$ cat config.mk
export PLATFORM = sky130hd
export DESIGN_NAME = fixed_block_free_list_allocator
export DESIGN_NICKNAME = d
export VERILOG_FILES = /design/src/sv/fbfla_pkg.sv /design/src/sv/fbfla_ram.sv /design/src/sv/fixed_block_free_list_allocator.sv
export SDC_FILE = /design/constraint.sdc
export NUM_CORES = 1
export LEC_CHECK = 0
export BUFFER_PORTS_ARGS = -buffer_cell sky130_fd_sc_hd__buf_4
export CORE_AREA = 10 10 219 221
export CTS_BUF_LIST = sky130_fd_sc_hd__clkbuf_8 sky130_fd_sc_hd__clkbuf_16
export DETAILED_ROUTE_END_ITERATION = 10
export DIE_AREA = 0 0 229 231
export HOLD_SLACK_MARGIN = 0.1
export PLACE_DENSITY = 0.76
export SLEW_MARGIN = 20
export SYNTH_ARGS = -nofsm -noshare
export SYNTH_HDL_FRONTEND = slang
export SYNTH_HIERARCHICAL = 1
export SYNTH_SLANG_ARGS = --single-unit
$ cat constraint.sdc
create_clock -name clk -period 4.05 [get_ports clk]
set_input_delay 0.2025 -clock clk [delete_from_list [all_inputs] [get_ports clk]]
set_output_delay 0.2025 -clock clk [all_outputs]
set_load 0.005 [all_outputs]
$ cat src/sv/fbfla_pkg.sv
`timescale 1ns / 1ps

package fbfla_pkg;

    // Fixed field widths of the request and result transactions
    localparam int IDX_FIELD_W = 6;
    localparam int CNT_FIELD_W = 7;
    localparam int STATUS_W    = 2;

    localparam int S_TDATA_W = 8;
    localparam int M_TDATA_W = 8;

    typedef enum logic {
        REQ_ALLOC = 1'b0,
        REQ_FREE  = 1'b1
    } req_t;

    typedef enum logic [STATUS_W-1:0] {
        ST_OK        = 2'd0,
        ST_EMPTY     = 2'd1,
        ST_NOT_ALLOC = 2'd2,
        ST_RANGE     = 2'd3
    } status_t;

endpackage

$ cat src/sv/fbfla_ram.sv
`timescale 1ns / 1ps

module fbfla_ram #(
    parameter int WIDTH = 8,
    parameter int DEPTH = 64
) (
    input  logic                     clk,
    input  logic                     we,
    input  logic [$clog2(DEPTH)-1:0] waddr,
    input  logic [WIDTH-1:0]         wdata,
    input  logic                     re,
    input  logic [$clog2(DEPTH)-1:0] raddr,
    output logic [WIDTH-1:0]         rdata
);

    logic [WIDTH-1:0] mem [DEPTH];

    always_ff @(posedge clk)
    begin
        if (we)
        begin
            mem[waddr] <= wdata;
        end
        if (re)
        begin
            rdata <= mem[raddr];
        end
    end

endmodule

$ cat src/sv/fixed_block_free_list_allocator.sv
`timescale 1ns / 1ps
// Alloc and free requests in any mix pass the input register and then the result register.
// Throughput: one request per cycle unless the result stream stalls; the link of the list head
// is forwarded from the previous pop's registered link memory read, so pops chain back to back.
// Reset (rst_n low, asynchronous): empty pipeline, block_count = min(64, NUM_BLOCKS),
// free list empty, no block issued, all in-use marks clear. A block_count write does the same
// to the pool; the link memory is never cleared.

module fixed_block_free_list_allocator #(
    parameter int NUM_BLOCKS = 64
) (
    input  logic                            clk,
    input  logic                            rst_n,
    // configuration
    input  logic                            block_count_we,
    input  logic [fbfla_pkg::CNT_FIELD_W-1:0] block_count_wdata,
    // request stream
    input  logic                            s_axis_tvalid,
    output logic                            s_axis_tready,
    input  logic [fbfla_pkg::S_TDATA_W-1:0] s_axis_tdata,   // [5:0] block_index, [7:6] zero
    input  logic                            s_axis_tuser,   // [0] req_type
    // result stream
    output logic                            m_axis_tvalid,
    input  logic                            m_axis_tready,
    output logic [fbfla_pkg::M_TDATA_W-1:0] m_axis_tdata    // [1:0] status, [7:2] granted_index
);

    localparam int IDX_W  = (NUM_BLOCKS > 2) ? $clog2(NUM_BLOCKS) : 1;
    localparam int LINK_W = $clog2(NUM_BLOCKS + 1);
    localparam int CMP_W  = (LINK_W > fbfla_pkg::CNT_FIELD_W) ? LINK_W : fbfla_pkg::CNT_FIELD_W;
    localparam logic [LINK_W-1:0] NULL_LINK   = LINK_W'(NUM_BLOCKS);
    localparam logic [LINK_W-1:0] RESET_COUNT = LINK_W'((NUM_BLOCKS < 64) ? NUM_BLOCKS : 64);

    // input register
    logic                                in_vld_reg;
    fbfla_pkg::req_t                     in_req_reg;
    logic [fbfla_pkg::IDX_FIELD_W-1:0]   in_idx_reg;

    // result register
    logic                                out_vld_reg;
    fbfla_pkg::status_t                  out_status_reg;
    logic [fbfla_pkg::IDX_FIELD_W-1:0]   out_grant_reg;

    // pool state
    logic [LINK_W-1:0]     block_count_reg;
    logic [LINK_W-1:0]     free_head_reg, free_head_next;
    logic [LINK_W-1:0]     head_link_reg, head_link_next;
    logic                  link_in_ram_reg, link_in_ram_next;
    logic [LINK_W-1:0]     fresh_count_reg, fresh_count_next;
    logic [NUM_BLOCKS-1:0] in_use_reg, in_use_next;

    // link memory port
    logic              ram_we;
    logic [IDX_W-1:0]  ram_waddr;
    logic [LINK_W-1:0] ram_wdata;
    logic              ram_re;
    logic [IDX_W-1:0]  ram_raddr;
    logic [LINK_W-1:0] ram_rdata;

    logic                              out_free;
    logic                              fire;
    logic [LINK_W-1:0]                 head_link;
    logic [LINK_W-1:0]                 pop_head;
    logic                              head_valid;
    logic [CMP_W-1:0]                  idx_ext;
    logic [IDX_W-1:0]                  idx_blk;
    logic [CMP_W-1:0]                  wdata_ext;
    logic [LINK_W-1:0]                 count_sat;
    logic [IDX_W-1:0]                  grant;
    fbfla_pkg::status_t                status;
    logic [fbfla_pkg::IDX_FIELD_W-1:0] grant_field;

    fbfla_ram #(
        .WIDTH (LINK_W),
        .DEPTH (NUM_BLOCKS)
    ) u_link_ram (
        .clk   (clk),
        .we    (ram_we),
        .waddr (ram_waddr),
        .wdata (ram_wdata),
        .re    (ram_re),
        .raddr (ram_raddr),
        .rdata (ram_rdata)
    );

    assign out_free      = !out_vld_reg || m_axis_tready;
    assign fire          = in_vld_reg && out_free;
    assign s_axis_tready = !in_vld_reg || out_free;

    assign m_axis_tvalid = out_vld_reg;
    assign m_axis_tdata  = {out_grant_reg, out_status_reg};

    // link of the current head: held register after a push, memory output after a pop
    assign head_link  = link_in_ram_reg ? ram_rdata : head_link_reg;
    assign pop_head   = (head_link < NULL_LINK) ? head_link : NULL_LINK;
    assign head_valid = free_head_reg < NULL_LINK;

    assign idx_ext = CMP_W'(in_idx_reg);
    assign idx_blk = idx_ext[IDX_W-1:0];

    assign wdata_ext = CMP_W'(block_count_wdata);
    assign count_sat = (wdata_ext > CMP_W'(NUM_BLOCKS)) ? NULL_LINK : wdata_ext[LINK_W-1:0];

    always_comb
    begin
        free_head_next   = free_head_reg;
        head_link_next   = head_link_reg;
        link_in_ram_next = link_in_ram_reg;
        fresh_count_next = fresh_count_reg;
        in_use_next      = in_use_reg;
        ram_we           = 1'b0;
        ram_waddr        = idx_blk;
        ram_wdata        = free_head_reg;
        ram_re           = 1'b0;
        ram_raddr        = pop_head[IDX_W-1:0];
        grant            = '0;
        status           = fbfla_pkg::ST_OK;

        if (in_req_reg == fbfla_pkg::REQ_ALLOC)
        begin
            if (head_valid)
            begin
                // pop; fetch the new head's link for the next pop
                grant            = free_head_reg[IDX_W-1:0];
                free_head_next   = pop_head;
                ram_re           = fire && (pop_head < NULL_LINK);
                link_in_ram_next = 1'b1;
                in_use_next[grant] = 1'b1;
            end
            else if (fresh_count_reg < block_count_reg)
            begin
                grant              = fresh_count_reg[IDX_W-1:0];
                fresh_count_next   = fresh_count_reg + LINK_W'(1);
                in_use_next[grant] = 1'b1;
            end
            else
            begin
                status = fbfla_pkg::ST_EMPTY;
            end
        end
        else
        begin
            if (idx_ext >= CMP_W'(block_count_reg))
            begin
                status = fbfla_pkg::ST_RANGE;
            end
            else if (!in_use_reg[idx_blk])
            begin
                status = fbfla_pkg::ST_NOT_ALLOC;
            end
            else
            begin
                // push; the old head becomes this block's link
                in_use_next[idx_blk] = 1'b0;
                ram_we               = fire;
                free_head_next       = LINK_W'(idx_blk);
                head_link_next       = free_head_reg;
                link_in_ram_next     = 1'b0;
            end
        end
    end

    always_comb
    begin
        logic [CMP_W-1:0] grant_ext;
        grant_ext = CMP_W'(grant);
        if (status == fbfla_pkg::ST_OK && in_req_reg == fbfla_pkg::REQ_ALLOC)
        begin
            grant_field = grant_ext[fbfla_pkg::IDX_FIELD_W-1:0];
        end
        else
        begin
            grant_field = '0;
        end
    end

    always_ff @(posedge clk or negedge rst_n)
    begin
        if (!rst_n)
        begin
            in_vld_reg      <= 1'b0;
            out_vld_reg     <= 1'b0;
            block_count_reg <= RESET_COUNT;
            free_head_reg   <= NULL_LINK;
            link_in_ram_reg <= 1'b0;
            fresh_count_reg <= '0;
            in_use_reg      <= '0;
        end
        else
        begin
            if (s_axis_tready)
            begin
                in_vld_reg <= s_axis_tvalid;
            end
            if (out_free)
            begin
                out_vld_reg <= in_vld_reg;
            end

            if (block_count_we)
            begin
                // clear the pool
                block_count_reg <= count_sat;
                free_head_reg   <= NULL_LINK;
                link_in_ram_reg <= 1'b0;
                fresh_count_reg <= '0;
                in_use_reg      <= '0;
            end
            else if (fire)
            begin
                free_head_reg   <= free_head_next;
                link_in_ram_reg <= link_in_ram_next;
                fresh_count_reg <= fresh_count_next;
                in_use_reg      <= in_use_next;
            end
        end
    end

    // payload registers
    always_ff @(posedge clk)
    begin
        if (s_axis_tready && s_axis_tvalid)
        begin
            in_req_reg <= fbfla_pkg::req_t'(s_axis_tuser);
            in_idx_reg <= s_axis_tdata[fbfla_pkg::IDX_FIELD_W-1:0];
        end
        if (fire)
        begin
            out_status_reg <= status;
            out_grant_reg  <= grant_field;
            head_link_reg  <= head_link_next;
        end
    end

    a_fresh_bound: assert property (@(posedge clk) disable iff (!rst_n)
        fresh_count_reg <= block_count_reg)
        else $error("fresh count passed block count");

    a_head_not_in_use: assert property (@(posedge clk) disable iff (!rst_n)
        (free_head_reg < NULL_LINK) |-> !in_use_reg[free_head_reg[IDX_W-1:0]])
        else $error("free list head is marked in use");

    a_grant_marked: assert property (@(posedge clk) disable iff (!rst_n)
        (fire && !block_count_we && in_req_reg == fbfla_pkg::REQ_ALLOC
            && status == fbfla_pkg::ST_OK)
        |=> in_use_reg[$past(grant)])
        else $error("granted block not marked in use");

    a_pop_forward: assert property (@(posedge clk) disable iff (!rst_n)
        (fire && !block_count_we && in_req_reg == fbfla_pkg::REQ_ALLOC && head_valid)
        |=> (free_head_reg == $past(pop_head)))
        else $error("pop did not advance head to forwarded link");

endmodule
==> metrics.txt, run 1 <==
width of the die=229 microns; most common cell in the netlist=edfxtp_1; DIE HEIGHT=231 microns; number of vias per cell=6.70; Clock Skews=0.0250 ns; GRT busiest layer=met2; syn nets=1602; routed vias=15.6k; number of flip-flops in the largest register=448; DP HPWL=37.0 mm; total gr overflow=0; Seq. cell area=16500 sq um; DR iter-0 viols=2121; crit path kind=reg -> reg; number of global-route vias before repair=15.5k; async set-reset flop share out of synthesis=15.6%; fmax=256 MHz; Pre-antenna DRT Iters=6; total power=12.6 mW; CP cell instances=buf_4 -> mux4_2 -> nor3_1 -> nor4_1 -> and4_2 -> nor3b_1 -> buf_4 -> nand3_1 -> nor2_1 -> buf_4; met2 Use GR=35.9%; Sequential Power Share=50.7%; Fill cells=2961; post-synthesis cell area=24700 sq um; share of layout cells above drive strength 1=22.8%; Least-Margin Pin Slew=1.29 ns; IO Count=31; Num Clock Sinks=565; CTS H-Tree Depth=2; Mapped Cells=1568; delay of the slowest critical-path stage=0.54 ns; period utilization=96.3%; Internal=9.88 mW; Max Slew Vio Count=0; met1 Track Usage GR=32.0%; logic gate share of total power=5.3%; Post-synth EDFFs=477; PwrDens=448 nW/um^2; Net Sw Power=2.75 mW; worst-skew pair later-pin latency=0.64 ns; Switching Fraction=21.8%; maximum vdd drop=313 uV; Synth top area share=58.1%; FF+latch count, synth=565; synth unique cells=74; Placer Congestion=0.922; clock root cell=clkbuf_16; clk slew on worst S/H paths=0.06 ns; final hold viol count=0; Req. time, crit path=4.39 ns; sequential fraction of the synthesis area=67.0%; max-cap viol count=0; Worst Path Max Fanout=24; core area=43700 sq um; most common flop cell mapped by yosys=edfxtp_1; Pleak=8.93 nW; footprint of the multi-input gates=7240 sq um; Routed wire per std cell=27.0 microns; # DRC=0; synth warn=6; clock share of power=44.1%; cell mode on critical path=buf_4; CTS Buf Count=56; P&R area growth vs syn=14.4%; Final nets=1716; slew margin rel.=13.7%; RSZ-0062 raised after global routing=no; first-pass GRT wire length=95.6 mm; CTS max path bufs=3; CTS tree=done; CP max stage cell=mux4_2; GRT Total Usage=23.4%; Post-Route WL=62.7 mm; Die ar.=52900 sq um; post-synth top area cell=edfxtp_1; Crit path max-delay family=simple AND/OR/NAND/NOR gates; ANT nets after route=0; Commonest cells post-synth=477 x edfxtp_1, 117 x mux4_2, 107 x nor2_1; top cells by area, synth=edfxtp_1 58%, mux4_2 11%, dfrtp_1 8.7%, a22oi_1 2.4%, o32ai_1 2.3%; status=complete, no violations; CP endpoint kind=flop; crit path launch type=flop; FP Rows=77; M3 GR Usage=5.56%; Crit path arrival time=4.24 ns; port buffer count=28; CP Buf/Inv Count=3; setup_tns=0 ns; HP Class=in -> async; final setup vio count=0; pin count of the biggest net entering global routing=97; Post-Syn Area per Cell=15.7 sq um; initial antenna violation count=2; Initial Util=56.4%; clock period minus worst slack=3.90 ns
-- power by group through the flow --
stage | clock (mW) | combinational [mW] | sequential, mW
final | 5.57 | 0.663 | 6.40
after global routing | 5.84 | 0.705 | 6.40
after CTS | 5.64 | 0.645 | 6.40
after detailed placement | 0 | 0.627 | 6.53
after global placement | 0 | 0.605 | 6.52
after floorplan | 0 | 0.371 | 6.55
-- routing by layer --
metal / vias up / share of wire, %
met2: 1019 / 47
met4: 0 / 3.6
li1: 6572 / -
met3: 170 / 11
met1: 7791 / 39
met5: - / 0
-- through the flow --
stage	utilization, %	cell area (sq um)	std cells	worst slack (ns)	hold WS, ns
6_report	64.5	28200	2320	0.149	0.203
3_5_place_dp	59.4	26000	2195	0.368	0.313
5_1_grt	64.5	28200	2320	0.0765	0.273
4_1_cts	64.4	28200	2315	0.246	0.213
2_1_floorplan	-	24700	1568	0.162	-0.0931
3_3_place_gp	59.4	26000	2195	0.451	0.297
-- final cells by class --
cell class                      instances  share of cell area [%]
Multi-Input combinational cell        809                    25.7
Clock inverter                         45                    2.05
Clock buffer                           57                    5.02
Sequential cell                       565                    58.6
Timing Repair Buffer                  171                    4.93
Tap cell                              592                    2.63
Inverter                               79                    1.05
Antenna cell                            2                  0.0177
-- what timing repair did --
item | 4_1_cts | 5_1_grt
hold buffers | 18 | 0
endpoints found under the setup margin | 0 | 139
gates resized for setup | 0 | 2
setup buffers | 0 | 3
endpoints found under the hold margin | 70 | 0
-- cells in the final DEF (no fill, tap or decap), types with 6 or more instances in the layout --
master	instances
bufinv_16	12
o22ai_1	19
and3b_1	7
inv_1	88
nand3_1	21
o31ai_1	10
a221oi_1	6
dfrtp_1	80
nor4_1	70
o221ai_1	9
clkinv_1	6
nand2b_1	25
mux2i_1	22
ha_1	13
a21oi_1	26
edfxtp_1	477
a31oi_1	7
nand2_1	40
o21ai_1	7
nor3b_1	13
clkinv_2	7
a22oi_1	79
nor3_1	24
and3_1	9
o21ai_0	14
nor2_1	103
a21o_1	7
mux4_2	117
o32ai_1	65
clkbuf_16	56
nor2b_1	13
nand3b_1	8
a211oi_2	6
mux2_2	7
dlygate4sd3_1	18
dfrtp_2	6
buf_4	148
-- worst paths after layout --
path	from	end	slack, ns	depth (start not counted)
worst max-delay path	idx_blk[0]	u_link_ram/mem[17][3]	0.15	10
max in group asynchronous	rst_n	in_use_reg[3]	2.88	3
worst min register to register	in_vld_reg	m_axis_tvalid	0.49	1
worst max register to register	idx_blk[0]	u_link_ram/mem[17][3]	0.15	10
min in group clk	s_axis_tdata[0]	idx_blk[0]	0.30	2
worst min-delay path	rst_n	fresh_count_reg[2]	0.20	2
-- cells by family after synthesis --
family / Yosys count / share of synthesized area, %
flops: 565 / 67.0
compound gates: 282 / 8.64
mux: 148 / 12.1
simple gates: 366 / 7.87
fa+ha+maj: 13 / 0.660
buf+inv: 194 / 3.74
-- worst register-to-register path: cells and delay by family (launching register included) --
kind / cells / cell delay (ns)
buffers and inverters: 3 / 0.79
muxes: 1 / 0.56
and+or+nand+nor: 6 / 1.91
DFF: 1 / 0.38
Note: power is estimated with default switching activity, not from simulation.
==> inputs of run 2 (changes only) <==
- PLACE_DENSITY: 0.76 -> 0.84
==> metrics.txt, run 2 (synthesized netlist as in run 1, its figures left out) <==
DIE HEIGHT=231 microns; CTS max path bufs=3; CP endpoint kind=flop; crit path launch type=flop; worst-skew pair later-pin latency=0.62 ns; P&R area growth vs syn=13.8%; final hold viol count=0; hold_ws=0.192 ns; DP HPWL=37.5 mm; Crit path arrival time=4.25 ns; HP Class=in -> async; Placer Congestion=0.997; ANT cells=0; clk slew on worst S/H paths=0.06 ns; reg2reg end=u_link_ram/mem[16][4]; CTS tree=done; initial antenna violation count=0; clock root cell=clkbuf_16; status=complete, no violations; Routed wire per std cell=28.4 microns; Final nets=1709; clock period minus worst slack=3.93 ns; Pleak=8.87 nW; number of global-route vias before repair=16.2k; GRT Total Usage=24.6%; core area=43700 sq um; Pre-antenna DRT Iters=6; RSZ-0062 raised after global routing=no; Initial Util=56.4%; Final Cell Area=28100 sq um; FP Rows=77; maximum vdd drop=310 uV; DR iter-0 viols=2347; number of vias per cell=6.96; routed vias=16.1k; most frequent cells in the layout=477 x edfxtp_1, 141 x buf_4, 117 x mux4_2; Reg2Reg Launch Point=idx_blk[3]; CTS H-Tree Depth=2; number of flip-flops in the largest register=448; worst setup path end=u_link_ram/mem[16][4]; max-cap viol count=0; flop2flop setup slack=0.12 ns; Die ar.=52900 sq um; first-pass GRT wire length=100 mm; dpl cell area=26000 sq um; Req. time, crit path=4.38 ns; crit path kind=reg -> reg; Worst Path Max Fanout=11; DP Cell Count=2192; Post-Route WL=65.5 mm; slew margin rel.=13.6%; pin count of the biggest net entering global routing=97; Clock Skews=0.0246 ns; PwrDens=437 nW/um^2; CTS Buf Count=53; Worst Setup SP=idx_blk[3]; setup_tns=0 ns; Least-Margin Pin Slew=1.29 ns; fin cells=2310; final setup vio count=0; ANT nets after route=0; period utilization=97.0%; Reg2Reg Depth=12; port buffer count=28; fmax=255 MHz; most common cell after layout, fill and taps aside=edfxtp_1; Max Slew Vio Count=0; total gr overflow=0; Layout Utilization=64.2%; # DRC=0; share of layout cells above drive strength 1=22.7%; Num Clock Sinks=565; width of the die=229 microns; IO Count=31
## run 2: changes by cell type in the layout (fill, tap and decap cells not counted), sizes merged
cell and delta:
clkinv +5, buf -4, bufinv -4, clkinvlp -4, inv -3, clkbuf +2, diode -2
## run 2: how the worst min path moves through the flow
| stage | end | depth (start not counted) |
|---|---|---|
| after floorplan | block_count_reg[0] | 0 |
| after global placement | fresh_count_reg[3] | 1 |
| after detailed placement | fresh_count_reg[3] | 1 |
| after CTS | free_head_reg[3] | 2 |
| after global routing | block_count_reg[5] | 2 |
| final | fresh_count_reg[4] | 2 |
## run 2: layout make-up
type                            count  area, sq um
Timing Repair Buffer              167         1400
Multi-Input combinational cell    809         7250
Clock buffer                       59         1410
Inverter                           79          297
Fill cell                        2890        15700
Clock inverter                     39          432
Sequential cell                   565        16500
Tap cell                          592          741
## run 2: timing repair
action	CTS	global route
endpoints found under the setup margin	0	164
hold buffers	18	0
endpoints found under the hold margin	67	0
buffers inserted	0	2
gates resized for setup	0	1
## run 2: worst max-delay path: stages, from the launching register on
cell,delay [ns]
edfxtp_1,0.54
nand2b_1,0.23
or2_1,0.40
o32ai_1,0.37
nor4_1,0.10
and4_2,0.26
nor3b_1,0.31
buf_4,0.21
nor2b_1,0.20
buf_4,0.16
nand2_1,0.32
nor2_1,0.31
buf_4,0.22
## run 2: per-stage QoR
step / power (mW) / setup slack (ns)
floorplan: 6.92 / 0.162
global placement: 7.13 / 0.289
detailed placement: 7.15 / 0.156
CTS: 12.3 / 0.121
global route: 12.6 / 0.0153
finish: 12.3 / 0.122
## run 2: power by group
part	total [mW]	internal (mW)	switching, mW	leakage [nW]
logic	0.661	0.199	0.462	2.60
registers	6.42	6.36	0.0521	5.33
clock network	5.20	3.02	2.17	0.940
## run 2: metal layers
layer,vias up,share of wire (%),GRT usage [%]
met5,-,0,0
met4,0,5.4,12.4
met3,277,12,6.39
met2,1229,46,37.7
met1,8033,36,32.4
li1,6549,-,-
==> inputs of run 3 (changes only) <==
- CORE_AREA: 10 10 219 221 -> 2 2 211 213
- DIE_AREA: 0 0 229 231 -> 0 0 213 215
==> metrics.txt, run 3 (synthesized netlist as in run 1, its figures left out) <==
number of flip-flops in the largest register=448; Reg2Reg Depth=11; most frequent cells in the layout=477 x edfxtp_1, 132 x buf_4, 117 x mux4_2; DP HPWL=36.9 mm; crit path kind=reg -> reg; Worst Path Max Fanout=12; delay of the slowest critical-path stage=0.76 ns; worst-skew pair later-pin latency=0.63 ns; DP Cell Count=2182; pre-CTS WS=0.243 ns; clock root cell=clkbuf_16; FP Rows=77; Routed wire per std cell=26.9 microns; setup_tns=0 ns; Clock Skews=0.0344 ns; clk slew on worst S/H paths=0.07 ns; Req. time, crit path=4.36 ns; final hold viol count=0; Least-Margin Pin Slew=1.18 ns; Crit path arrival time=4.26 ns; pin count of the biggest net entering global routing=97; Post-Route WL=62.1 mm; setup ws final=0.0996 ns; port buffer count=28; IO Count=31; Num Clock Sinks=565; number of global-route vias before repair=15.6k; max-cap viol count=0; Reg2Reg Launch Point=idx_blk[5]; final setup vio count=0; PwrDens=438 nW/um^2; core area=43600 sq um; initial antenna violation count=0; routed vias=15.8k; # DRC=0; maximum vdd drop=408 uV; Max Slew Vio Count=0; hold_ws=0.233 ns; Final Cell Area=28000 sq um; P&R area growth vs syn=13.5%; HP Class=in -> async; reg2reg end=u_link_ram/mem[2][2]; period utilization=97.5%; Pre-antenna DRT Iters=6; CP endpoint kind=flop; number of vias per cell=6.87; fmax=253 MHz; fin cells=2307; CTS max path bufs=3; crit path launch type=flop; dpl cell area=25900 sq um; ANT nets after route=0; CTS Buf Count=55; Final nets=1703; first-pass GRT wire length=94.3 mm; clock period minus worst slack=3.95 ns; slew margin rel.=21.0%; ANT cells=0; CP max stage cell=edfxtp_1; DR iter-0 viols=3151; GRT Total Usage=27.4%; CTS tree=done; most common cell after layout, fill and taps aside=edfxtp_1; share of layout cells above drive strength 1=22.2%; width of the die=213 microns; RSZ-0062 raised after global routing=no; CP cell instances=nor2b_1 -> nand2_1 -> o22ai_1 -> a22oi_1 -> and4_2 -> nor3b_1 -> nor2b_1 -> nand2_1 -> buf_4 -> nor2_1 -> buf_4; Pleak=8.84 nW; Initial Util=56.5%; flop2flop setup slack=0.1 ns; Placer Congestion=0.963; CTS H-Tree Depth=2; status=complete, no violations; total gr overflow=0; Die ar.=45800 sq um; DIE HEIGHT=215 microns
-- run 3: power breakdown --
part | switching [mW] | internal, mW | leakage [nW] | total [mW]
clock | 2.21 | 2.99 | 0.948 | 5.20
combinational | 0.452 | 0.200 | 2.56 | 0.653
sequential | 0.0496 | 6.36 | 5.33 | 6.41
-- run 3: per-stage QoR --
stage	utilization [%]	power, mW
global placement	59.3	7.12
detailed placement	59.3	7.14
floorplan	-	6.92
global route	64.1	12.6
finish	64.1	12.3
CTS	64.0	12.3
-- run 3: critical path, delay by kind of cell, from the launching register on --
family,cells,cell delay (ns)
and+or+nand+nor,7,2.06
AOI/OAI and AO/OA,2,0.36
buffers and inverters,2,0.45
DFF,1,0.76
-- run 3: area by class of cell --
| type | instances | area, sq um |
|---|---|---|
| Multi-Input combinational cell | 809 | 7260 |
| Sequential cell | 565 | 16500 |
| Fill cell | 2850 | 15600 |
| Tap cell | 592 | 741 |
| Clock inverter | 48 | 450 |
| Clock buffer | 55 | 1380 |
| Timing Repair Buffer | 159 | 1330 |
| Inverter | 79 | 297 |
-- run 3: per-layer routing --
layer  track usage (%)  up-vias  wire, microns
met5                 0        -              0
met4              12.4        0           3250
met3              6.87      261           6850
met2              42.8     1172          29700
met1              36.6     7886          22300
li1                  -     6526              -
-- run 3: what timing repair did --
action	4_1_cts	5_1_grt
setup buffers	0	2
endpoints found under the setup margin	0	22
resized for setup	0	2
hold endpoints to repair	102	0
hold buffers	19	0
-- run 3: how the worst max path moves through the flow --
stage                           from               endpoint  slack [ns]  cells after the start
final                     idx_blk[5]   u_link_ram/mem[2][2]         0.1                     11
after CTS                 idx_blk[1]   u_link_ram/mem[2][4]        0.21                     11
after floorplan           idx_blk[0]  u_link_ram/mem[62][0]        0.16                     15
after global routing      idx_blk[1]   u_link_ram/mem[2][4]        0.02                     11
after global placement    idx_blk[1]  u_link_ram/mem[22][6]        0.32                     10
after detailed placement  idx_blk[1]  u_link_ram/mem[34][1]        0.24                      9
